$ cat src/rtl/oal_pkg.sv
// ---------------------------------------------------------------------------
// oal_pkg: shared types and codes for the ordered array list
// command and status codes, the cell operation type and fixed field widths
// ---------------------------------------------------------------------------
package oal_pkg;

  localparam int unsigned VALUE_W     = 32;
  localparam int unsigned CMD_W       = 3;
  localparam int unsigned POSITION_W  = 5;
  localparam int unsigned STATUS_W    = 2;
  localparam int unsigned INDEX_W     = 4;
  localparam int unsigned COUNT_W     = 5;
  localparam int unsigned MAX_RESULTS = 16;
  localparam int unsigned IN_DATA_W   = 40;
  localparam int unsigned OUT_DATA_W  = 48;

  typedef enum logic [CMD_W-1:0] {
    CMD_INS_FRONT = 3'd0,
    CMD_INS_END   = 3'd1,
    CMD_INS_POS   = 3'd2,
    CMD_DEL_FRONT = 3'd3,
    CMD_DEL_END   = 3'd4,
    CMD_DEL_POS   = 3'd5,
    CMD_DUMP      = 3'd6
  } cmd_t;

  typedef enum logic [STATUS_W-1:0] {
    ST_OK     = 2'd0,
    ST_FULL   = 2'd1,
    ST_EMPTY  = 2'd2,
    ST_BADPOS = 2'd3
  } status_t;

  // what every cell does on the broadcast operation
  typedef enum logic [1:0] {
    OP_HOLD = 2'd0,
    OP_INS  = 2'd1,
    OP_DEL  = 2'd2,
    OP_ROT  = 2'd3
  } cell_op_t;

endpackage

$ cat src/rtl/oal_cell.sv
// ---------------------------------------------------------------------------
// oal_cell: one list slot
// holds one entry and takes its left or right neighbor, the insert value or
// the head entry according to the broadcast operation and position
// ---------------------------------------------------------------------------
module oal_cell #(
  parameter int unsigned IDX = 0,
  parameter int unsigned FCW = 5
) (
  input  logic                    clk,
  input  oal_pkg::cell_op_t       op,
  input  logic [FCW-1:0]          pos,
  input  logic signed [31:0]      left,
  input  logic signed [31:0]      right,
  input  logic signed [31:0]      head,
  input  logic signed [31:0]      ins_value,
  output logic signed [31:0]      q
);

  localparam logic [FCW-1:0] MY_IDX = FCW'(IDX);

  logic signed [31:0] q_next;

  always_comb begin
    q_next = q;
    unique case (op)
      oal_pkg::OP_HOLD: q_next = q;
      oal_pkg::OP_INS: begin
        if (MY_IDX > pos) begin
          q_next = left;
        end else if (MY_IDX == pos) begin
          q_next = ins_value;
        end
      end
      oal_pkg::OP_DEL: begin
        if (MY_IDX >= pos) begin
          q_next = right;
        end
      end
      oal_pkg::OP_ROT: begin
        // pos marks the last filled slot, which takes the head entry
        q_next = (MY_IDX == pos) ? head : right;
      end
      default: q_next = q;
    endcase
  end

  always_ff @(posedge clk) begin
    q <= q_next;
  end

endmodule

$ cat src/rtl/ordered_array_list_unit.sv
// ---------------------------------------------------------------------------
// ordered_array_list_unit: bounded ordered list of signed 32-bit values
// a row of cells, one per slot, kept packed from slot 0
// ---------------------------------------------------------------------------
// usage:
//   slave channel s_* carries one command per beat; master channel m_*
//   returns the results. an insert, delete or unused command gives one
//   result beat with status and count; a dump gives one beat per held
//   entry (at most 16) in list order, or one empty-status beat on an
//   empty list. m_tlast marks the final beat of each command.
// timing:
//   insert and delete update the whole row at once: every cell compares its own
//   index with the position and shifts in parallel, and the result sits in
//   the output register in the cycle after the command beat.
//   a dump rotates the row one slot per cycle while the output is not stalled,
//   reading slot 0; the next command is taken after the rotation completes.
//   with a receiver that never stalls, non-dump commands run one per cycle.
// reset:
//   rst empties the list and drops m_tvalid; the entries are not cleared.
// stall:
//   while m_tvalid is high and m_tready low the output register holds its
//   beat, s_tready stays low and a dump pauses its rotation.
// ---------------------------------------------------------------------------
module ordered_array_list_unit #(
  parameter int unsigned DEPTH = 16
) (
  input  logic        clk,
  input  logic        rst,
  input  logic        s_tvalid,
  output logic        s_tready,
  // cmd[2:0], value[34:3], position[39:35]
  input  logic [39:0] s_tdata,
  output logic        m_tvalid,
  input  logic        m_tready,
  // status[1:0], has_data[2], element[34:3], element_index[38:35],
  // count[43:39], zero fill[47:44]
  output logic [47:0] m_tdata,
  output logic        m_tlast
);

  localparam int unsigned FCW = $clog2(DEPTH + 1);
  localparam int unsigned CW  = (FCW > oal_pkg::POSITION_W) ? FCW : oal_pkg::POSITION_W;

  typedef enum logic [1:0] {
    S_IDLE = 2'b01,
    S_DUMP = 2'b10
  } state_t;

  state_t         state, state_next;
  logic [FCW-1:0] fill, fill_next;
  logic [FCW-1:0] dump_idx, dump_idx_next;

  // output register
  logic                 out_status_next_v;
  oal_pkg::status_t     out_status, res_status;
  logic                 out_has;
  logic signed [31:0]   out_elem;
  logic [3:0]           out_idx;
  logic [4:0]           out_count;
  logic                 out_last;

  // input beat fields
  oal_pkg::cmd_t        cmd;
  logic signed [31:0]   value;
  logic [4:0]           position;

  logic                 out_free;
  logic                 accept;
  logic                 full;
  logic                 empty;
  logic [CW-1:0]        pos_ext;
  logic [CW-1:0]        fill_ext;
  logic [FCW-1:0]       fill_m1;

  // cell row control
  oal_pkg::cell_op_t    cell_op;
  logic [FCW-1:0]       cell_pos;
  logic signed [31:0]   cell_q [DEPTH];

  // dump step control
  logic                 dump_step;
  logic                 dump_emit;
  logic                 dump_last;
  logic                 load_status;

  assign cmd      = oal_pkg::cmd_t'(s_tdata[2:0]);
  assign value    = s_tdata[34:3];
  assign position = s_tdata[39:35];

  assign out_free = !m_tvalid || m_tready;
  assign s_tready = (state == S_IDLE) && out_free;
  assign accept   = s_tvalid && s_tready;

  assign full     = (fill == FCW'(DEPTH));
  assign empty    = (fill == '0);
  assign pos_ext  = CW'(position);
  assign fill_ext = CW'(fill);
  assign fill_m1  = fill - FCW'(1);

  // a dump emits only the first entries but still rotates the whole ring
  assign dump_emit = (CW'(dump_idx) < CW'(oal_pkg::MAX_RESULTS));
  assign dump_last = (dump_idx == fill_m1) ||
                     (CW'(dump_idx) == CW'(oal_pkg::MAX_RESULTS - 1));
  assign dump_step = (state == S_DUMP) && (!dump_emit || out_free);

  // command decode and status
  always_comb begin
    cell_op           = oal_pkg::OP_HOLD;
    cell_pos          = fill_m1;
    res_status        = oal_pkg::ST_OK;
    load_status       = 1'b0;
    state_next        = state;
    dump_idx_next     = dump_idx;
    out_status_next_v = 1'b0;
    if (state == S_DUMP) begin
      if (dump_step) begin
        cell_op = oal_pkg::OP_ROT;
        if (dump_idx == fill_m1) begin
          dump_idx_next = '0;
          state_next    = S_IDLE;
        end else begin
          dump_idx_next = dump_idx + FCW'(1);
        end
      end
    end else if (accept) begin
      load_status = 1'b1;
      unique case (cmd)
        oal_pkg::CMD_INS_FRONT: begin
          if (full) begin
            res_status = oal_pkg::ST_FULL;
          end else begin
            cell_op  = oal_pkg::OP_INS;
            cell_pos = '0;
          end
        end
        oal_pkg::CMD_INS_END: begin
          if (full) begin
            res_status = oal_pkg::ST_FULL;
          end else begin
            cell_op  = oal_pkg::OP_INS;
            cell_pos = fill;
          end
        end
        oal_pkg::CMD_INS_POS: begin
          if (full) begin
            res_status = oal_pkg::ST_FULL;
          end else if (pos_ext > fill_ext) begin
            res_status = oal_pkg::ST_BADPOS;
          end else begin
            cell_op  = oal_pkg::OP_INS;
            cell_pos = FCW'(pos_ext);
          end
        end
        oal_pkg::CMD_DEL_FRONT: begin
          if (empty) begin
            res_status = oal_pkg::ST_EMPTY;
          end else begin
            cell_op  = oal_pkg::OP_DEL;
            cell_pos = '0;
          end
        end
        oal_pkg::CMD_DEL_END: begin
          if (empty) begin
            res_status = oal_pkg::ST_EMPTY;
          end else begin
            cell_op  = oal_pkg::OP_DEL;
            cell_pos = fill_m1;
          end
        end
        oal_pkg::CMD_DEL_POS: begin
          if (empty) begin
            res_status = oal_pkg::ST_EMPTY;
          end else if (pos_ext >= fill_ext) begin
            res_status = oal_pkg::ST_BADPOS;
          end else begin
            cell_op  = oal_pkg::OP_DEL;
            cell_pos = FCW'(pos_ext);
          end
        end
        oal_pkg::CMD_DUMP: begin
          if (empty) begin
            res_status = oal_pkg::ST_EMPTY;
          end else begin
            // entries come out of the rotation, not as a status beat
            load_status   = 1'b0;
            state_next    = S_DUMP;
            dump_idx_next = '0;
          end
        end
        default: res_status = oal_pkg::ST_OK;
      endcase
    end
    out_status_next_v = load_status;
  end

  always_comb begin
    fill_next = fill;
    if (cell_op == oal_pkg::OP_INS) begin
      fill_next = fill + FCW'(1);
    end else if (cell_op == oal_pkg::OP_DEL) begin
      fill_next = fill_m1;
    end
  end

  // row of cells: slot 0 faces the insert value, the last slot wraps to slot 0
  for (genvar i = 0; i < DEPTH; i++) begin : g_cell
    logic signed [31:0] left_in;
    logic signed [31:0] right_in;
    if (i == 0) begin : g_first
      assign left_in = value;
    end else begin : g_mid_l
      assign left_in = cell_q[i-1];
    end
    if (i == DEPTH - 1) begin : g_last
      assign right_in = cell_q[0];
    end else begin : g_mid_r
      assign right_in = cell_q[i+1];
    end
    oal_cell #(
      .IDX (i),
      .FCW (FCW)
    ) u_cell (
      .clk       (clk),
      .op        (cell_op),
      .pos       (cell_pos),
      .left      (left_in),
      .right     (right_in),
      .head      (cell_q[0]),
      .ins_value (value),
      .q         (cell_q[i])
    );
  end

  // control registers
  always_ff @(posedge clk) begin
    if (rst) begin
      state    <= S_IDLE;
      fill     <= '0;
      dump_idx <= '0;
    end else begin
      state    <= state_next;
      fill     <= fill_next;
      dump_idx <= dump_idx_next;
    end
  end

  // output beat register
  always_ff @(posedge clk) begin
    if (rst) begin
      m_tvalid <= 1'b0;
    end else if (out_status_next_v || (dump_step && dump_emit)) begin
      m_tvalid <= 1'b1;
    end else if (m_tready) begin
      m_tvalid <= 1'b0;
    end
  end

  always_ff @(posedge clk) begin
    if (out_status_next_v) begin
      out_status <= res_status;
      out_has    <= 1'b0;
      out_elem   <= '0;
      out_idx    <= '0;
      out_count  <= 5'(fill_next);
      out_last   <= 1'b1;
    end else if (dump_step && dump_emit) begin
      out_status <= oal_pkg::ST_OK;
      out_has    <= 1'b1;
      out_elem   <= cell_q[0];
      out_idx    <= 4'(dump_idx);
      out_count  <= 5'(fill);
      out_last   <= dump_last;
    end
  end

  assign m_tdata = {4'b0000, out_count, out_idx, out_elem, out_has, out_status};
  assign m_tlast = out_last;

endmodule

$ cat config.mk
export PLATFORM = sky130hd
export DESIGN_NAME = ordered_array_list_unit
export DESIGN_NICKNAME = d
export VERILOG_FILES = /design/src/rtl/oal_pkg.sv /design/src/rtl/oal_cell.sv /design/src/rtl/ordered_array_list_unit.sv
export SDC_FILE = /design/constraint.sdc
export NUM_CORES = 2
export LEC_CHECK = 0
export BUFFER_PORTS_ARGS = -buffer_cell sky130_fd_sc_hd__buf_2
export CAP_MARGIN = 10
export CORE_MARGIN = 2
export CORE_UTILIZATION = 45
export CTS_CLUSTER_DIAMETER = 30
export DETAILED_ROUTE_END_ITERATION = 7
export REMOVE_ABC_BUFFERS = 1
export SYNTH_ARGS = -nofsm -noshare
export SYNTH_HDL_FRONTEND = slang
export SYNTH_SLANG_ARGS = --single-unit
$ cat constraint.sdc
create_clock -name clk -period 5.2 [get_ports clk]
set_input_delay 0.52 -clock clk [delete_from_list [all_inputs] [get_ports clk]]
set_output_delay 0.52 -clock clk [all_outputs]
set_load 0.05 [all_outputs]
==> out/qor.yml <==
hold_depth: 2
cts_tree: "done"
first_global_vias: 27958
crit_fanout: 19
fill_cells: 5932
finalHoldViolCount: 0
drv_cap: 0
synth_cell_types: 85
die_w_um: 269
relSlewSlack: 0.231
drt_wl_total_mm: 127
dp_hpwl_mm: 73.8
cp_num_cells: 12
grtUsageMet2: 0.534
diodes: 0
synth_area_leaders: "edfxtp_1 49%, a221o_1 8.9%, mux2i_1 5.1%, dfxtp_1 3.2%, clkbuf_1 2.9%"
port_buffers: 90
hold_path_class: "input pin to register"
dp.cells: 3716
root_buffer: "clkbuf_16"
reg2reg_depth: 12
finalWorstSetupSlack_ns: 0.399
synth_edf_count: 519
io_pins: 95
max_stage_delay_ns: 0.89
end_kind: "register"
synth_common_cells: "519 x edfxtp_1, 279 x a221o_1, 241 x clkbuf_1, 224 x nand2_1, 181 x nor2_1"
clk_pin_slew_ns: 0.05
final.setup_skew_ns: 0.0227
use_met3: 0.0858
cts_resized: 0
die_h_um: 269
dpl-instance-area_um2: 33700
worstMarginPinSlew_ns: 1.15
final_cell_area_um2: 38500
antenna_found_initial: 0
cp-start-kind: "register"
start_util: 0.453
run_status: "completed"
avgSynthCellArea_um2: 11.0
drt_iter0_drc: 4366
synth.most_common_cell: "edfxtp_1"
grt-busiest-layer: "met2"
syn_inst: 2869
crit_required_ns: 5.78
yosys_warnings: 0
core_area_um2: 69700
syn_area_um2: 31500
rsz0062_at_grt: "no"
cts_hold_buf: 0
final_nets: 2975
power.density_nw_per_um2: 489
clk_path_buf_depth: 3
setup_violations: 0
grt_usage: 0.348
dr_total_vias: 28293
cts.sinks: 570
grt-ovfl-total: 0
yosys.area.top_type_share: 0.494
cp_slowest_cell: "a21oi_4"
yosysSeqAreaShare: 0.526
area_growth_syn_to_layout_pct: 22.1
criticalPathCategory: "register to register"
finalPower_mw: 18.8
post_cts_buffers: 0
cts_buffers: 143
gp_congestion: 0.905
setup_tns_ns: 0
pre_cts_ws_ns: 0.581
critPathTopFamily: "compound AO/OA/AOI/OAI gates"
path_cells: "inv_1 -> ha_1 -> and4_1 -> and2_1 -> a21oi_1 -> o21ai_0 -> a211o_2 -> nor4_4 -> nand2_4 -> a21oi_4 -> buf_4 -> a221o_1"
grt_pass1_wl_mm: 186
yosysTopAreaCell: "edfxtp_1"
cp_data_arrival_time_ns: 5.38
synth-seq-cells: 570
grt_max_degree: 142
wire_per_inst_um: 31.9
cts.htree.levels: 4
holdWs_ns: 0.133
slew_viol_final: 0
drive_above_1_share: 0.198
total_leakage_power_nw: 14.3
rows: 97
synth_ff_type: "edfxtp_1"
synthArstFlopShare: 0
grt_use_met1: 0.456
final_util: 0.553
path_buf_inv: 2
instances_no_fill: 3979
min_period_ns: 4.80
clkLatencyLatePin_ns: 0.73
fin_crit_sh: 0.923
dieArea_um2: 72200
drtPass1Iterations: 8
routed_via_density: 7.11
fmax_mhz: 208
ir_drop_v: 0.000307
drc: 0
antenna_left: 0
-- path summary, 6_finish.rpt --
check	slack, ns	startpoint	endpoint
max	0.40	fill[4]	g_cell[1].u_cell.q[31]
min	0.13	rst	dump_idx[4]
max reg2reg	0.40	fill[4]	g_cell[1].u_cell.q[31]
min reg2reg	0.46	out_has	out_has
-- metal layers --
metal | up-vias | share of wire
met5 | - | 0
met4 | 0 | 0.052
met1 | 13985 | 0.38
li1 | 11643 | -
met3 | 442 | 0.12
met2 | 2223 | 0.45
-- worst reg2reg max path: cells and delay by family, from the launching register on --
kind / cells / cell delay, ns
DFF: 1 / 0.51
adders and majority gates: 1 / 0.34
AOI/OAI and AO/OA: 5 / 2.34
buffers and inverters: 2 / 0.51
and+or+nand+nor: 4 / 0.97
-- state kept, by name (all words and copies together) (netlist names) --
register and cells:
m_tvalid 1, state 2, out_idx 4, out_has 1, m_tlast 1, dump_idx 5, out_elem 32, out_status 2
out_count 5, fill 5, g_cell.u_cell.q 512
-- final cells by class --
type | instances | area [um^2] | area share
Inverter | 47 | 176 | 0.00458
Multi-Input combinational cell | 1928 | 14000 | 0.364
Sequential cell | 570 | 16600 | 0.431
Clock buffer | 172 | 3800 | 0.0987
Clock inverter | 91 | 1010 | 0.0262
Tap cell | 940 | 1180 | 0.0305
Timing Repair Buffer | 231 | 1730 | 0.0450
-- cell families after synthesis --
kind of cell / after synthesis / synth area share
buf+inv: 374 / 0.0491
mux: 193 / 0.0625
compound gates: 944 / 0.240
xor+xnor: 13 / 0.00361
other cells: 1 / 0.000119
fa+ha+maj: 10 / 0.00397
flops: 570 / 0.526
simple gates: 764 / 0.115
-- layout by cell type, fill, tap and decap left out, types with 8 or more instances in the layout --
| cell type | synthesis | layout |
|---|---|---|
| and3_1 | 35 | 35 |
| nand2_1 | 224 | 222 |
| clkbuf_1 | 241 | 20 |
| o221a_2 | 21 | 21 |
| bufinv_16 | 0 | 17 |
| buf_4 | 5 | 123 |
| a21o_1 | 22 | 22 |
| a21oi_1 | 67 | 53 |
| nand3_1 | 116 | 114 |
| a211o_1 | 21 | 21 |
| nor2_1 | 181 | 175 |
| buf_12 | 0 | 18 |
| clkbuf_16 | 0 | 145 |
| a221o_1 | 279 | 279 |
| and2_1 | 17 | 17 |
| a31oi_1 | 40 | 35 |
| buf_2 | 59 | 90 |
| dfxtp_1 | 51 | 51 |
| o22ai_1 | 34 | 34 |
| nor3_1 | 134 | 128 |
| a21oi_4 | 0 | 16 |
| inv_1 | 46 | 46 |
| a22o_1 | 47 | 47 |
| mux2i_1 | 161 | 161 |
| o2bb2ai_1 | 32 | 32 |
| clkinv_1 | 0 | 20 |
| clkinv_2 | 0 | 26 |
| o21ai_0 | 166 | 162 |
| a32o_1 | 32 | 32 |
| clkinvlp_4 | 0 | 12 |
| mux2_2 | 32 | 32 |
| a211oi_1 | 67 | 66 |
| nor4_4 | 3 | 9 |
| nor2b_1 | 9 | 8 |
| ha_1 | 10 | 10 |
| o221ai_1 | 65 | 65 |
| xnor2_1 | 10 | 10 |
| edfxtp_1 | 519 | 519 |
| o21ai_4 | 1 | 11 |
-- where the power goes --
part	internal, mW	switching (mW)
clock network	6.03	2.88
logic	1.38	2.62
registers	5.71	0.216
Power figures use the tool's default switching activity.
